[src/rtl/bgr2yuv_pkg.sv]
// Shared types and constants for the BGR to YUV 4:2:0 pixel converter.
// No dependencies; imported by every module of the block.
`default_nettype none

package bgr2yuv_pkg;

    localparam int MAX_DIMENSION = 4096;
    localparam int DIM_W         = $clog2(MAX_DIMENSION);   // counter width
    localparam int SIZE_W        = 13;                      // frame size register width
    localparam int CFG_INDEX_W   = 2;
    localparam int PIX_W         = 8;
    localparam int SUM_W         = 18;                      // signed weighted sum

    localparam logic [SIZE_W-1:0] SIZE_MAX   = SIZE_W'(MAX_DIMENSION);
    localparam logic [SIZE_W-1:0] WIDTH_RST  = SIZE_W'(640);
    localparam logic [SIZE_W-1:0] HEIGHT_RST = SIZE_W'(480);

    localparam logic [CFG_INDEX_W-1:0] CFG_FRAME_WIDTH  = CFG_INDEX_W'(0);
    localparam logic [CFG_INDEX_W-1:0] CFG_FRAME_HEIGHT = CFG_INDEX_W'(1);

    localparam logic [PIX_W-1:0] LUMA_OFFSET   = PIX_W'(16);
    localparam logic [PIX_W-1:0] CHROMA_OFFSET = PIX_W'(128);

    typedef enum logic [1:0] {
        CHROMA_NONE = 2'd0,
        CHROMA_U    = 2'd1,
        CHROMA_V    = 2'd2
    } chroma_kind_t;

    // Position-derived tag carried alongside the pixel
    typedef struct packed {
        chroma_kind_t kind;
        logic         eof;
    } pix_tag_t;

    // Floor(sum / 256) + offset, modulo 256: bits [15:8] of the sum plus offset
    function automatic logic [PIX_W-1:0] scale8(input logic signed [SUM_W-1:0] sum,
                                                input logic [PIX_W-1:0] offset);
        scale8 = sum[15:8] + offset;
    endfunction

endpackage

`default_nettype wire

[src/rtl/bgr2yuv_math.sv]
// BT.601 integer color transform for one pixel (combinational).
// Depends on bgr2yuv_pkg.
`default_nettype none

module bgr2yuv_math
    import bgr2yuv_pkg::*;
(
    input  wire logic [PIX_W-1:0] blue,
    input  wire logic [PIX_W-1:0] green,
    input  wire logic [PIX_W-1:0] red,
    input  wire chroma_kind_t     kind,
    output logic      [PIX_W-1:0] luma,
    output logic      [PIX_W-1:0] chroma
);

    logic signed [SUM_W-1:0] b_s, g_s, r_s;
    logic signed [SUM_W-1:0] y_sum, u_sum, v_sum;

    assign b_s = $signed({(SUM_W-PIX_W)'(0), blue});
    assign g_s = $signed({(SUM_W-PIX_W)'(0), green});
    assign r_s = $signed({(SUM_W-PIX_W)'(0), red});

    // Constant-coefficient products; synthesis folds them into shift/add trees
    assign y_sum = 18'sd66 * r_s + 18'sd129 * g_s + 18'sd25 * b_s + 18'sd128;
    assign u_sum = 18'sd112 * b_s - 18'sd38 * r_s - 18'sd74 * g_s + 18'sd128;
    assign v_sum = 18'sd112 * r_s - 18'sd94 * g_s - 18'sd18 * b_s + 18'sd128;

    assign luma = scale8(y_sum, LUMA_OFFSET);

    always_comb
    begin
        unique case (kind)
            CHROMA_U: chroma = scale8(u_sum, CHROMA_OFFSET);
            CHROMA_V: chroma = scale8(v_sum, CHROMA_OFFSET);
            default:  chroma = '0;
        endcase
    end

endmodule

`default_nettype wire

[src/rtl/bgr_to_yuv420_pixel_converter.sv]
// Top level of the BGR to YUV 4:2:0 pixel converter.
// Depends on bgr2yuv_pkg and bgr2yuv_math.
//
// Usage:
//   Input channel (in_valid / in_stall): one BGR pixel per transaction, in
//   raster order. Output channel (out_valid / out_stall): one result per
//   pixel with luma, chroma kind (none, U, V), chroma and end_of_frame.
//   Config port (cfg_we / cfg_index / cfg_data): index 0 frame width,
//   index 1 frame height; other indexes are ignored. Write only when idle.
//   Sizes of 0 act as 1, sizes above 4096 act as 4096.
// Pipeline: input register, then result register.
// Throughput: one pixel per cycle when not stalled; the color transform is
//   constant-coefficient math that fits between the input and result registers.
// Stalls: while the result register is stalled the input register still takes
//   one more pixel; in_stall rises only when both stages are full and the
//   receiver stalls.
// Reset: frame size returns to 640x480, column and row counters to zero,
//   both pipeline stages empty.
`default_nettype none

module bgr_to_yuv420_pixel_converter
    import bgr2yuv_pkg::*;
(
    input  wire logic                   clk,
    input  wire logic                   rst_n,

    input  wire logic                   cfg_we,
    input  wire logic [CFG_INDEX_W-1:0] cfg_index,
    input  wire logic [SIZE_W-1:0]      cfg_data,

    input  wire logic                   in_valid,
    output logic                        in_stall,
    input  wire logic [PIX_W-1:0]       blue,
    input  wire logic [PIX_W-1:0]       green,
    input  wire logic [PIX_W-1:0]       red,

    output logic                        out_valid,
    input  wire logic                   out_stall,
    output logic [PIX_W-1:0]            luma,
    output logic [1:0]                  chroma_kind,
    output logic [PIX_W-1:0]            chroma,
    output logic                        end_of_frame
);

    // Config registers
    logic [SIZE_W-1:0] frame_width_reg, frame_height_reg;
    logic [SIZE_W-1:0] width_eff, height_eff;

    // Raster position of the next pixel
    logic [DIM_W-1:0] col_reg, col_next;
    logic [DIM_W-1:0] row_reg, row_next;
    logic             last_col, last_row;
    pix_tag_t         tag_next;

    // Input stage
    logic             s1_valid_reg;
    logic [PIX_W-1:0] s1_blue_reg, s1_green_reg, s1_red_reg;
    pix_tag_t         s1_tag_reg;

    // Result stage
    logic             out_valid_reg;
    logic [PIX_W-1:0] luma_reg, chroma_reg;
    pix_tag_t         out_tag_reg;

    logic             in_fire, s1_fire, out_ready;
    logic [PIX_W-1:0] luma_calc, chroma_calc;

    // ---- Handshake ----
    assign out_ready = !out_valid_reg || !out_stall;
    assign s1_fire   = s1_valid_reg && out_ready;
    assign in_stall  = s1_valid_reg && !out_ready;
    assign in_fire   = in_valid && !in_stall;

    // ---- Config writes ----
    always_ff @(posedge clk or negedge rst_n)
    begin
        if (!rst_n)
        begin
            frame_width_reg  <= WIDTH_RST;
            frame_height_reg <= HEIGHT_RST;
        end
        else if (cfg_we)
        begin
            if (cfg_index == CFG_FRAME_WIDTH)
                frame_width_reg <= cfg_data;
            if (cfg_index == CFG_FRAME_HEIGHT)
                frame_height_reg <= cfg_data;
        end
    end

    // Clamp sizes to [1, MAX_DIMENSION]
    always_comb
    begin
        width_eff = frame_width_reg;
        if (frame_width_reg == '0)
            width_eff = SIZE_W'(1);
        else if (frame_width_reg > SIZE_MAX)
            width_eff = SIZE_MAX;

        height_eff = frame_height_reg;
        if (frame_height_reg == '0)
            height_eff = SIZE_W'(1);
        else if (frame_height_reg > SIZE_MAX)
            height_eff = SIZE_MAX;
    end

    // ---- Raster counters ----
    // At-or-past the last column counts as last, so a mid-frame resize wraps.
    assign last_col = (SIZE_W'(col_reg) + SIZE_W'(1)) >= width_eff;
    assign last_row = (SIZE_W'(row_reg) + SIZE_W'(1)) >= height_eff;

    always_comb
    begin
        col_next = col_reg;
        row_next = row_reg;
        if (in_fire)
        begin
            if (last_col)
            begin
                col_next = '0;
                row_next = last_row ? '0 : row_reg + DIM_W'(1);
            end
            else
            begin
                col_next = col_reg + DIM_W'(1);
            end
        end
    end

    // U on even row / even column, V on odd row / even column
    always_comb
    begin
        if (col_reg[0])
            tag_next.kind = CHROMA_NONE;
        else if (row_reg[0])
            tag_next.kind = CHROMA_V;
        else
            tag_next.kind = CHROMA_U;
        tag_next.eof = last_col && last_row;
    end

    always_ff @(posedge clk or negedge rst_n)
    begin
        if (!rst_n)
        begin
            col_reg <= '0;
            row_reg <= '0;
        end
        else
        begin
            col_reg <= col_next;
            row_reg <= row_next;
        end
    end

    // ---- Input stage ----
    always_ff @(posedge clk or negedge rst_n)
    begin
        if (!rst_n)
            s1_valid_reg <= 1'b0;
        else if (in_fire)
            s1_valid_reg <= 1'b1;
        else if (s1_fire)
            s1_valid_reg <= 1'b0;
    end

    always_ff @(posedge clk)
    begin
        if (in_fire)
        begin
            s1_blue_reg  <= blue;
            s1_green_reg <= green;
            s1_red_reg   <= red;
            s1_tag_reg   <= tag_next;
        end
    end

    // ---- Color transform ----
    bgr2yuv_math u_math (
        .blue   (s1_blue_reg),
        .green  (s1_green_reg),
        .red    (s1_red_reg),
        .kind   (s1_tag_reg.kind),
        .luma   (luma_calc),
        .chroma (chroma_calc)
    );

    // ---- Result stage ----
    always_ff @(posedge clk or negedge rst_n)
    begin
        if (!rst_n)
            out_valid_reg <= 1'b0;
        else if (s1_fire)
            out_valid_reg <= 1'b1;
        else if (out_ready)
            out_valid_reg <= 1'b0;
    end

    always_ff @(posedge clk)
    begin
        if (s1_fire)
        begin
            luma_reg    <= luma_calc;
            chroma_reg  <= chroma_calc;
            out_tag_reg <= s1_tag_reg;
        end
    end

    assign out_valid    = out_valid_reg;
    assign luma         = luma_reg;
    assign chroma_kind  = out_tag_reg.kind;
    assign chroma       = chroma_reg;
    assign end_of_frame = out_tag_reg.eof;

endmodule

`default_nettype wire
[config.mk]
export PLATFORM = sky130hd
export DESIGN_NAME = bgr_to_yuv420_pixel_converter
export DESIGN_NICKNAME = d
export VERILOG_FILES = /design/src/rtl/bgr2yuv_pkg.sv /design/src/rtl/bgr2yuv_math.sv /design/src/rtl/bgr_to_yuv420_pixel_converter.sv
export SDC_FILE = /design/constraint.sdc
export NUM_CORES = 1
export LEC_CHECK = 0
export BUFFER_PORTS_ARGS = -buffer_cell sky130_fd_sc_hd__buf_2
export CORE_ASPECT_RATIO = 2
export CORE_MARGIN = 3
export CORE_UTILIZATION = 50
export CTS_CLUSTER_DIAMETER = 40
export CTS_CLUSTER_SIZE = 40
export DETAILED_ROUTE_END_ITERATION = 8
export PLACE_DENSITY = 0.7
export SETUP_SLACK_MARGIN = 0.15
export SKIP_CTS_REPAIR_TIMING = 1
export SYNTH_ARGS = -nofsm -noshare
export SYNTH_HDL_FRONTEND = slang
export SYNTH_SLANG_ARGS = --single-unit
[constraint.sdc]
create_clock -name clk -period 16.95 [get_ports clk]
set_clock_uncertainty 0.15 [all_clocks]
set_input_delay 5.085 -clock clk [delete_from_list [all_inputs] [get_ports clk]]
set_output_delay 5.085 -clock clk [all_outputs]
set_load 0.01 [all_outputs]
Word-level counts from Yosys, hierarchy flattened
Index checks and enable logic that the tools add are counted.
{"block": "classes", "add_sub_neg": 16, "n_mul": 9, "n_lt_le_gt_ge": 4, "n_eq_ne": 3, "n_mux": 12, "reduce_logical": 17}
{"cell": "$sub 16x16->16", "count": 4}
{"cell": "$mux 13", "count": 4}
{"cell": "$add 16x9->16 const B", "count": 3}
{"cell": "$mul 6x8->14 const A", "count": 3}
{"cell": "$add 16x16->16", "count": 2}
{"cell": "$add 12x1->13 const B", "count": 2}
{"cell": "$ge 13x13->1", "count": 2}
{"cell": "$gt 13x13->1 const B", "count": 2}
{"cell": "$logic_not 13->1", "count": 2}
{"cell": "$mul 5x8->13 const A", "count": 2}
{"cell": "$add 12x1->12 const B", "count": 2}
{"cell": "$mux 12", "count": 2}
{"cell": "$mul 3x8->11 const A", "count": 2}
{"cell": "$add 8x8->8 const B", "count": 2}
{"cell": "$mul 8x8->16 const A", "count": 1}
{"cell": "$pmux 8 s2", "count": 1}
{"cell": "$mul 4x8->12 const A", "count": 1}
{"cell": "$add 8x5->8 const B", "count": 1}
{"cell": "$reduce_and 2->1", "count": 3}
{"cell": "$eq 2x1->1 const B", "count": 2}
{"cell": "$logic_and 1x1->1", "count": 4}
{"cell": "$logic_not 1->1", "count": 4}
{"cell": "$mux 1", "count": 4}
{"cell": "$reduce_bool 2->1", "count": 2}
{"cell": "other kinds (4)", "count": 4}
{"block": "word_totals", "ff_bits": 98, "input_bits": 44, "word_cells": 76}

Longest topological paths before layout
Gate-level depths: netlist of run 1.
{"block": "depth", "depth_word": 7, "mapped_depth": 25}

Cells and area by module
From an unflattened synthesis of run 1, not the netlist that was laid out.
{"block": "hier_totals", "hier_cells": 1148, "hier_area_um2": 11692.5}
{"mod": "bgr2yuv_math", "instances": 1, "cells_per_inst": 790, "area_each_um2": 7139.3}
{"mod": "bgr_to_yuv420_pixel_converter", "instances": 1, "cells_per_inst": 358, "area_each_um2": 4553.1}

Worst setup path before layout of run 1
Ideal clock, no wire load.
{"block": "synth_timing", "path_type": "in2out", "startpoint": "in out_stall", "endpoint": "out in_stall", "arrival_ps": 5270, "required_ps": 11715, "path_slack_ps": 6445, "path_stages": 2, "path_cell_list": "nand3_1 inv_1"}
{"block": "synth_via", "elab_chain_cells": 4}
{"element": "from (decl)", "line_no": "bgr_to_yuv420_pixel_converter.sv:38", "rtl": "input wire logic out_stall,"}
{"element": "$logic_not 1->1", "line_no": "bgr_to_yuv420_pixel_converter.sv:69", "rtl": "assign out_ready = !out_valid_reg || !out_stall;"}
{"element": "$logic_or 1x1->1", "line_no": "bgr_to_yuv420_pixel_converter.sv:69"}
{"element": "$logic_not 1->1", "line_no": "bgr_to_yuv420_pixel_converter.sv:71", "rtl": "assign in_stall = s1_valid_reg && !out_ready;"}
{"element": "$logic_and 1x1->1", "line_no": "bgr_to_yuv420_pixel_converter.sv:71"}
{"element": "to (decl)", "line_no": "bgr_to_yuv420_pixel_converter.sv:32", "rtl": "output logic in_stall,"}
No other way between the ends.

Final worst setup path of run 1
Ends and elaborated chain as after synthesis.

==> results of run 1 <==
-- routing by layer --
metal  up-vias  GRT usage [%]  part of all wire (%)
met5         -              0                     0
met4         0           17.2                   8.7
met3        77           2.91                   2.5
met2       153           45.1                    57
met1      4267           20.1                    32
li1       4264              -                     -
-- cell usage in the layout (no fill, tap or decap), drive strengths merged, types with 5 or more instances in the layout --
master,n
nand4,9
xor2,25
and3,7
edfxtp,46
o21a,8
a21o,34
nor3,9
xnor2,59
o21bai,7
buf,67
dfstp,6
o31ai,5
o21ai,46
nand2b,13
dfrtp,46
mux2,28
nor2b,14
nand2,65
fa,80
a22o,15
nor4,8
ha,263
a31oi,6
a21oi,67
inv,188
o211ai,12
or3,9
nor2,43
clkbuf,9
nand3,20
-- Yosys cell counts, drive strengths merged (3+ instances only) --
library cell and instances:
inv 184, buf 3, a211oi 3, nor3 9, o21ai 46, nand3 20, a21boi 4, a21oi 67
o21a 8, nor2 43, or3 9, xor2 25, o22ai 3, nand4 9, a22o 15, nor4 8
dfrtp 46, edfxtp 46, dfstp 6, nor3b 3, o31ai 5, a21o 34, a31oi 6, fa 80
xnor2 59, o2111ai 4, ha 263, clkbuf 7, o211ai 12, and2 4, and3 7, nor2b 14
nand2 65, nand2b 13, o21bai 7, mux2 28, nand3b 3
-- how the worst min path moves through the flow --
stage	startpoint	to
6_report	s1_tag_reg[0]	end_of_frame
5_1_grt	s1_tag_reg[0]	end_of_frame
4_1_cts	s1_tag_reg[0]	end_of_frame
3_5_place_dp	s1_tag_reg[0]	end_of_frame
3_3_place_gp	s1_tag_reg[0]	end_of_frame
2_1_floorplan	s1_tag_reg[0]	end_of_frame
-- critical path: cells and delay by family --
kind	cells	cell delay [ns]
buf+inv	3	0.29
simple gates	1	0.10
-- cell families (layout without fill, tap and decap cells) --
| family | Yosys count | count (layout) | synth area share, % |
|---|---|---|---|
| AOI/OAI and AO/OA | 226 | 226 | 12.4 |
| xor gates and xnor gates | 84 | 84 | 6.17 |
| adders and majority gates | 343 | 343 | 41.0 |
| buffers and inverters | 195 | 268 | 6.21 |
| DFF | 98 | 98 | 22.5 |
| muxes | 28 | 28 | 2.64 |
| and+or+nand+nor | 214 | 214 | 9.05 |
-- layout make-up --
type                       count  area (um^2)  share of cell area, %
multi-input combinational    895         8510                   66.0
clock buffer                   9          225                   1.75
clock inverter                 7         83.8                  0.650
inverter                     185          694                   5.38
timing repair buffer          67          343                   2.66
sequential                    98         2690                   20.9
tap                          283          354                   2.75
-- power by group through the flow --
stage,sequential (mW),clock [mW],combinational (mW)
floorplan,0.379,0,1.41
global placement,0.382,0,1.84
detailed placement,0.383,0,1.88
CTS,0.379,0.231,1.89
global route,0.385,0.237,2.14
finish,0.379,0.223,1.88
-- metrics by stage --
stage                     area [um^2]  util [%]  cells  power [mW]
after floorplan                 11900         -   1188        1.79
after global placement          12600      54.0   1528        2.22
after detailed placement        12600      54.0   1528        2.26
after CTS                       12900      55.3   1544        2.50
after global routing            12900      55.3   1544        2.76
final                           12900      55.3   1544        2.48
==> impl_summary.md, run 1 <==
Outcome
The flow ran to the end, and the final reports show no timing, DRC or antenna violations.

Synth
For this run, the leading register cell type out of synthesis is edfxtp_1. The area of the mapped netlist is 11,900 um^2. The portion of the post-synthesis area used by sequential elements is 22.5%. By area the synthesized netlist is led by ha_1 (28%), fa_1 (13%), edfxtp_1 (12%), dfrtp_1 (9.6%), inv_1 (5.8%).

The library cell occupying the most area in the post-synthesis netlist is ha_1. The total nets after synthesis is 1,575. A synthesized cell averages 10.0 um^2. For this run, the number of Yosys warnings is 0.

The synthesized design contains 46 enable-type register cells. The fraction of synthesized cell area taken by the top area cell type is 27.6%. In the synthesized netlist the async set-or-reset flop fraction comes to 53.1%. The gate count of the mapped netlist is 1,188. The count of different cell masters after synthesis is 65. The register bit count reported by yosys is 98.

Routing
The number of DRC markers in iteration 0 is 210. Dividing the detail-routed via count by the number of cells gives 5.67. The routed wirelength normalized by instance count is 18.2 um. Before antenna repair, the detailed router went through 5 iterations. The overall routed net length is 28,100 um. The detailed-route via count is 8,761.

The residual DRC count is 0. In this run the remaining antenna-violating nets after routing total 0.

Critical path
The required time reported for the critical path endpoint is 11.72 ns. The data arrival time at the worst-slack endpoint is 5.48 ns. The critical path's largest stage delay is 0.13 ns. The category of the critical setup timing path is input pin to output pin.

On the critical path, the stage with the largest delay is an instance of buf_2. The type of origin of the critical path is an input pin. The critical path goes through buf_2, nand3_1, inv_1, buf_2.

The type of destination of the critical path is an output pin. The cell occurring most often along the worst timing path is buf_2. The most critical setup path has its endpoint at in_stall. In this run the critical register-to-register path is launched from s1_green_reg[2]. The launch point of the critical path is out_stall. The endpoint of the most critical register-to-register path is chroma[7]. The length in cells of the worst reg-to-reg path is 24. The flop-to-flop setup slack is 10.29 ns. The highest net fanout along the worst path is 3.

Power
In this run switching power makes up 49.7% of total power. For this design the static power due to leakage is 6.55 nW. The internal power is 1.25 mW.

The sequential group share of total power is 15.3%. Per report_power, the clock group accounts for 9.0% of the total. The net switching power of the design is 1.23 mW.

The power per standard cell area is 192 nW/um^2. IR analysis of the VDD net gives a maximum drop of 0.104 mV. The part of the total power dissipated in combinational logic is 75.7%.

STA
The part of the cycle the worst path needs is 63.2%. The setup violation total in the final timing report is 0. At the pin with the least slew margin, the transition time is 0.957 ns. The worst hold slack after final layout is 0.297 ns. The achievable frequency is 0.0933 GHz. After layout, the minimum clock period comes to 10.71 ns.

The max-slew violation count was 0. Setup repair after global routing left no endpoint under its margin. Measured against its own limit, the worst slew margin works out to 35.9%. Once routing completed, OpenROAD measured the worst setup slack at 6.24 ns. Summed over all failing endpoints, the final setup total negative slack is 0 ns. The number of endpoints with negative hold slack in the final report came to 0.

Clock tree
TritonCTS built the clock tree. The H-tree level count is 3. The insertion delay of the later-clocked pin in the worst-skew pair is 0.38 ns.

The master cell of the clock root buffer is clkbuf_16. Clock tree synthesis inserted a total of 9 buffers. The clock transition at the registers of the reported paths is 0.07 ns. The clock passes through at most 2 buffers.

Clock tree synthesis found a total of 98 sinks.

Placed design
The wire-length estimate of the detail-placed layout is 23,700 um. The number of port buffers is 64. The worst-case setup slack after placement is 6.24 ns. The congestion estimate from routability-driven global placement came to 0.887.

GRT
The total overflow left after global routing is 0. Entering global routing, the biggest net connects 53 pins. The first-pass GRT wire length is 45,400 um. The via count of the first global-routing pass is 9,397. The initial antenna violation count was 0. Global routing used 23.0% of the available tracks.

Floorplan
The die area is 25,900 um^2. For this design the top-level I/O count stands at 65. The core outline area is 23,300 um^2. The height of the die is 224 um. The initial standard-cell utilization of the core is 51.1%. The die extent in x is 115 um.

After floorplanning, the core was divided into 79 placement rows.

Worst hold path
Along the worst hold path, the cell count comes to 0. In this run the worst hold path is classified as flip-flop to flip-flop.

Finish
The count of nets after finishing is 1,643. Fill cells in the final layout number 2,102. The area added between synthesis and finish is 8.12%. The post-route netlist has 10.4% of its cells at a drive strength greater than 1. The count of inserted antenna diode cells is 0.

Run
Across the run, the number of max-cap violations was 0.
Note: power is estimated with default switching activity, not from simulation.
==> run 2, diff against run 1 <==
Clock period 16.95 ns to 11.1 ns, I/O delays scaled along.
==> impl_summary.md, run 2 (same netlist as run 1, synthesis figures left out) <==
Finish
The area added between synthesis and finish is 7.91%. The count of nets after finishing is 1,643 (unchanged). The count of inserted antenna diode cells is 0 (unchanged). The most frequent standard cell in the layout excluding fill and tap cells is ha_1. The share of cells above drive strength 1 came to 10.3% (-0.079 points). The final design instance area without fill is 12,900 um^2 (-0.19%). In the layout the commonest cells are ha_1 (263), inv_1 (184), fa_1 (80), a21oi_1 (66), nand2_1 (65). The number of fillers in the final layout came to 2,064 (-1.8%). The number of non-filler instances in the completed layout is 1,544 (unchanged).

Floorplan
The height of the die is 224 um (unchanged). The core outline area came to 23,300 um^2 (unchanged). The die area is 25,900 um^2 (unchanged). The initial standard-cell utilization of the core was 51.1% (unchanged). The row count is 79 (unchanged). The number of top-level design ports is 65 (unchanged). The die extent in x is 115 um (unchanged).

Critical path
The type of origin of the critical path is an input pin. The master of the slowest instance on the critical path is buf_2. The worst setup path is captured at an output pin. The data arrival time at the worst-slack endpoint is 3.74 ns (-1.74 ns). The worst setup path is of the input pin to output pin kind. The length in cells of the worst reg-to-reg path is 24 (unchanged). The signal on the critical path passes through buf_2, nand3_1, inv_1, buf_2.

The highest net fanout along the worst path is 3 (unchanged). The most numerous cell type found on the critical path is buf_2. The critical path's largest stage delay is 0.13 ns (about the same).

The required time reported for the critical path endpoint came to 7.62 ns (-4.10 ns).

Clock tree
The number of clock buffers inserted by TritonCTS came to 9 (unchanged). The clock sink total is 98 (unchanged). The insertion delay of the later-clocked pin in the worst-skew pair is 0.38 ns (about the same). Clock tree synthesis selected as its root buffer the cell clkbuf_16. The H-tree level count is 3 (unchanged). The maximum buffer depth of the clock tree came to 2 (unchanged). TritonCTS built the clock tree.

The clock transition at the registers of the reported paths is 0.06 ns (about the same).

STA
The max-slew violation count is 0 (unchanged). The setup violation total in the final timing report was 0 (unchanged). The worst-case setup margin in the final layout was 3.88 ns (-2.36 ns). The number of endpoints with negative hold slack in the final report was 0 (unchanged). The worst hold slack after final layout is 0.274 ns (-0.0228 ns). The summed negative setup slack over all endpoints is 0 ns (unchanged).

The pin slew with the least headroom to its limit is 0.977 ns (+0.0206 ns). Setup repair after global routing left no endpoint under its margin. The part of the cycle the worst path needs is 65.1%. The achievable frequency is 0.138 GHz. The headroom to the max-slew limit is 34.6% (-1.4 points). The worst path needs 7.22 ns of the cycle, external delays included.

GRT
The first-pass GRT wire length is 45,000 um (-0.70%). The initial antenna violation count is 0 (unchanged). The total track usage is 22.9% (-0.12 points). The maximum number of pins on one net before global-route repair is 53 (unchanged). The via count of the first global-routing pass came to 9,213 (-2.0%). The total congestion overflow after global routing is 0 (unchanged).

Placed design
The detailed placement HPWL came to 23,500 um (-0.74%). The worst-case setup slack after placement is 3.87 ns (-2.36 ns). The cell area after placement was 12,600 um^2 (unchanged).

The placed instance count is 1,528 (unchanged). The routability congestion estimate from global placement is 0.872 (-1.7%). The number of port buffers is 64 (unchanged).

Routing
The detailed-route vias per instance is 5.62 (-0.90%). The number of DRC markers in iteration 0 was 243 (+16%). The detailed-route via count is 8,682 (-0.90%). The count of TritonRoute iterations in the first routing pass was 4 (-1). The overall routed net length is 27,600 um (-1.6%). The routed wirelength normalized by instance count is 17.9 um (-1.6%). The residual DRC count is 0 (unchanged).

The remaining antenna violation count after routing is 0 (unchanged).

Run
The max-capacitance violation count came to 0 (unchanged).

Worst hold path
The path class of the tightest hold or removal check is flip-flop to flip-flop. The instance count along the most critical hold path is 0 (unchanged).

Outcome
The flow ran to the end, and the final reports show no timing, DRC or antenna violations.

Power
The power per standard cell area was 292 nW/um^2 (+52%). The leakage component of the power is 6.54 nW (-0.19%). The largest voltage drop on the vdd net is 0.183 mV (+76%).
-- run 2: cell type report --
| cell class | instances | area, um^2 | area share [%] |
|---|---|---|---|
| multi-input combinational | 895 | 8510 | 66.1 |
| sequential | 98 | 2690 | 20.9 |
| inverter | 185 | 694 | 5.39 |
| tap | 283 | 354 | 2.75 |
| timing repair buffer | 67 | 343 | 2.66 |
| clock buffer | 9 | 225 | 1.75 |
| clock inverter | 7 | 58.8 | 0.457 |
-- run 2: critical path: cells and delay by family --
family,cells,cell delay (ns)
buffers and inverters,3,0.31
AND/OR/NAND/NOR,1,0.11
-- run 2: power breakdown --
| part | leakage [nW] | switching (mW) | internal, mW |
|---|---|---|---|
| combinational | 5.30 | 1.65 | 1.22 |
| sequential | 1.09 | 0.0671 | 0.508 |
| clock | 0.142 | 0.156 | 0.156 |
| total | 6.54 | 1.87 | 1.88 |
-- run 2: path summary, 6_finish.rpt --
check	from	endpoint	slack [ns]
max in group asynchronous	rst_n	row_reg[7]	7.42
max	out_stall	in_stall	3.88
max reg2reg	s1_green_reg[2]	chroma[7]	4.60
min in group asynchronous	rst_n	col_reg[7]	2.92
min reg2reg	s1_tag_reg[0]	end_of_frame	0.27
min	s1_tag_reg[0]	end_of_frame	0.27
-- run 2: per-stage QoR --
stage	utilization, %	power (mW)
4_1_cts	55.2	3.79
5_1_grt	55.2	4.20
3_3_place_gp	54.0	3.38
3_5_place_dp	54.0	3.45
2_1_floorplan	-	2.73
6_report	55.2	3.75
-- run 2: metal layers --
layer  GRT usage (%)  wire length (um)  vias up
met1            20.9              9160     4220
met2            45.7             16200      130
met4            13.8              1780        0
met3            2.69               491       68
li1                -                 -     4264
met5               0                 0        -
==> run 3, diff against run 2 <==
Settings changed: PLACE_DENSITY 0.7 to 0.73.
Clock period 11.1 ns to 6.3 ns, I/O delays scaled along.
==> impl_summary.md, run 3 (same netlist as run 1, synthesis figures left out) <==
Outcome
The flow ran to the end, and the final reports show no timing, DRC or antenna violations.

Critical path
The critical path is of the flip-flop to flip-flop type. STA classifies the critical path endpoint as a flip-flop. The type of origin of the critical path is a flip-flop. The required time reported for the critical path endpoint is 6.28 ns (-1.34 ns).

The data arrival time at the worst-slack endpoint is 5.95 ns (+2.21 ns). The highest net fanout along the worst path is 5 (+2).

Routing
The count of TritonRoute iterations in the first routing pass came to 4 (unchanged). The overall routed net length is 28,900 um (+4.8%). The residual DRC count is 0 (unchanged). The detailed-route vias per instance is 5.67 (+0.80%).

The routed wirelength normalized by instance count is 18.4 um (+2.8%). The remaining antenna violation count after routing was 0 (unchanged). The detailed-route via count came to 8,927 (+2.8%). The number of DRC markers in iteration 0 came to 275 (+13%).

Clock tree
TritonCTS built the clock tree. The maximum buffer depth of the clock tree is 2 (unchanged). The master cell of the clock root buffer is clkbuf_16.

The insertion delay of the later-clocked pin in the worst-skew pair is 0.37 ns (about the same). The clock sink total came to 98 (unchanged). The number of clock buffers inserted by TritonCTS is 9 (unchanged). The H-tree level count was 3 (unchanged).

The clock transition at the registers of the reported paths was 0.08 ns (+0.02 ns).

Power
The leakage component of the power is 6.70 nW (+2.5%). The largest voltage drop on the vdd net came to 0.338 mV (+85%). The power per standard cell area was 526 nW/um^2 (+81%).

Floorplan
The die area is 25,900 um^2 (unchanged). The initial standard-cell utilization of the core is 51.1% (unchanged). The core outline area is 23,300 um^2 (unchanged).

The die extent in x is 115 um (unchanged). The row count is 79 (unchanged). The height of the die is 224 um (unchanged). The number of top-level design ports was 65 (unchanged).

STA
The summed negative setup slack over all endpoints is 0 ns (unchanged). The pin slew with the least headroom to its limit is 1.01 ns (+0.0340 ns). In the finished design, the share of the clock period the worst path needs comes to 94.7%. The number of endpoints with negative hold slack in the final report is 0 (unchanged).

The max-slew violation count is 0 (unchanged). The headroom to the max-slew limit is 32.3% (-2.3 points). The worst hold slack after final layout was 0.307 ns (+0.0331 ns).

The time the final worst path needs with I/O delays and setup is 5.97 ns. Timing would allow up to 0.168 GHz. Setup repair after global routing could not meet its margin everywhere. The setup violation total in the final timing report is 0 (unchanged).

Finish
The area occupied by multi-input gates is 8600 um^2 (+1.1%). The most frequent standard cell in the layout excluding fill and tap cells is ha_1. The area added between synthesis and finish is 10.8%. The count of nets after finishing is 1,674 (+1.9%).

The area of all sequential standard cells is 2690 um^2 (unchanged). The share of cells above drive strength 1 is 13.5% (+3.2 points). The count of inserted antenna diode cells is 0 (unchanged). The top cell types in the final layout, fill and taps aside, are ha_1 (259), inv_1 (182), fa_1 (79), nand2_1 (65). The number of fillers in the final layout is 2,003 (-3.0%).

Placed design
The routability congestion estimate from global placement is 0.954 (+9.4%). The number of port buffers came to 64 (unchanged). The detailed placement HPWL is 24,600 um (+4.6%).

GRT
The maximum number of pins on one net before global-route repair was 53 (unchanged). The initial antenna violation count is 0 (unchanged). The via count of the first global-routing pass is 9,661 (+4.9%). The total congestion overflow after global routing is 0 (unchanged). The total track usage is 23.6% (+0.70 points).

The first-pass GRT wire length was 46,700 um (+3.7%).

Worst hold path
The path class of the tightest hold or removal check is flip-flop to flip-flop.

Run
The max-capacitance violation count was 0 (unchanged).
run 3: metrics by stage:
| stage | utilization (%) | cell area [um^2] | cells | total power, mW | worst slack [ns] |
|---|---|---|---|---|---|
| finish | 56.7 | 13200 | 1575 | 6.96 | 0.333 |
| global route | 56.7 | 13200 | 1575 | 7.75 | 0.0706 |
| CTS | 56.1 | 13100 | 1569 | 6.77 | 0.0458 |
| detailed placement | 54.8 | 12800 | 1553 | 6.13 | 0.0554 |
| global placement | 54.8 | 12800 | 1553 | 5.99 | 0.137 |
| floorplan | - | 11900 | 1188 | 4.82 | 0.406 |
run 3: final cells by class:
class                      count  share of cell area (%)
multi-input combinational    895                    65.1
sequential                    98                    20.4
inverter                     185                    5.25
timing repair buffer          98                    4.36
tap                          283                    2.68
clock buffer                  10                    1.73
clock inverter                 6                   0.540
run 3: where the power goes:
| part | switching [mW] | total (mW) | internal, mW |
|---|---|---|---|
| combinational | 3.00 | 5.37 | 2.36 |
| sequential | 0.104 | 0.999 | 0.895 |
| clock | 0.277 | 0.592 | 0.314 |
run 3: per-layer routing:
metal  share of wire [%]  global-route usage (%)  vias up
met4                 9.2                    18.7        0
met5                   0                       0        -
met3                 2.2                    2.83      102
li1                    -                       -     4324
met1                  32                    21.3     4321
met2                  56                    45.1      180
run 3: worst paths after layout:
check                           startpoint                  end  slack (ns)  cells past startpoint
hold / removal               s1_tag_reg[0]         end_of_frame        0.31                      0
setup reg to reg           s1_green_reg[4]            chroma[7]        0.33                     23
setup / recovery           s1_green_reg[4]            chroma[7]        0.33                     23
max in group asynchronous            rst_n  frame_height_reg[3]        4.06                      2
hold reg to reg              s1_tag_reg[0]         end_of_frame        0.31                      0
min in group asynchronous            rst_n  frame_width_reg[10]        1.48                      2
run 3: worst max-delay path, stage by stage, from the launching register on:
cell	delay [ns]
edfxtp_1	0.42
buf_4	0.18
fa_1	0.49
fa_1	0.49
inv_1	0.05
fa_1	0.53
inv_1	0.07
ha_4	0.24
o21ai_1	0.12
a21boi_1	0.11
o21ai_1	0.18
a21oi_1	0.10
nor2_1	0.23
xnor2_2	0.15
fa_1	0.55
inv_1	0.04
ha_1	0.18
ha_1	0.35
a21o_1	0.22
o21bai_1	0.15
a21oi_1	0.18
o31ai_2	0.09
xnor2_1	0.14
a211o_1	0.30
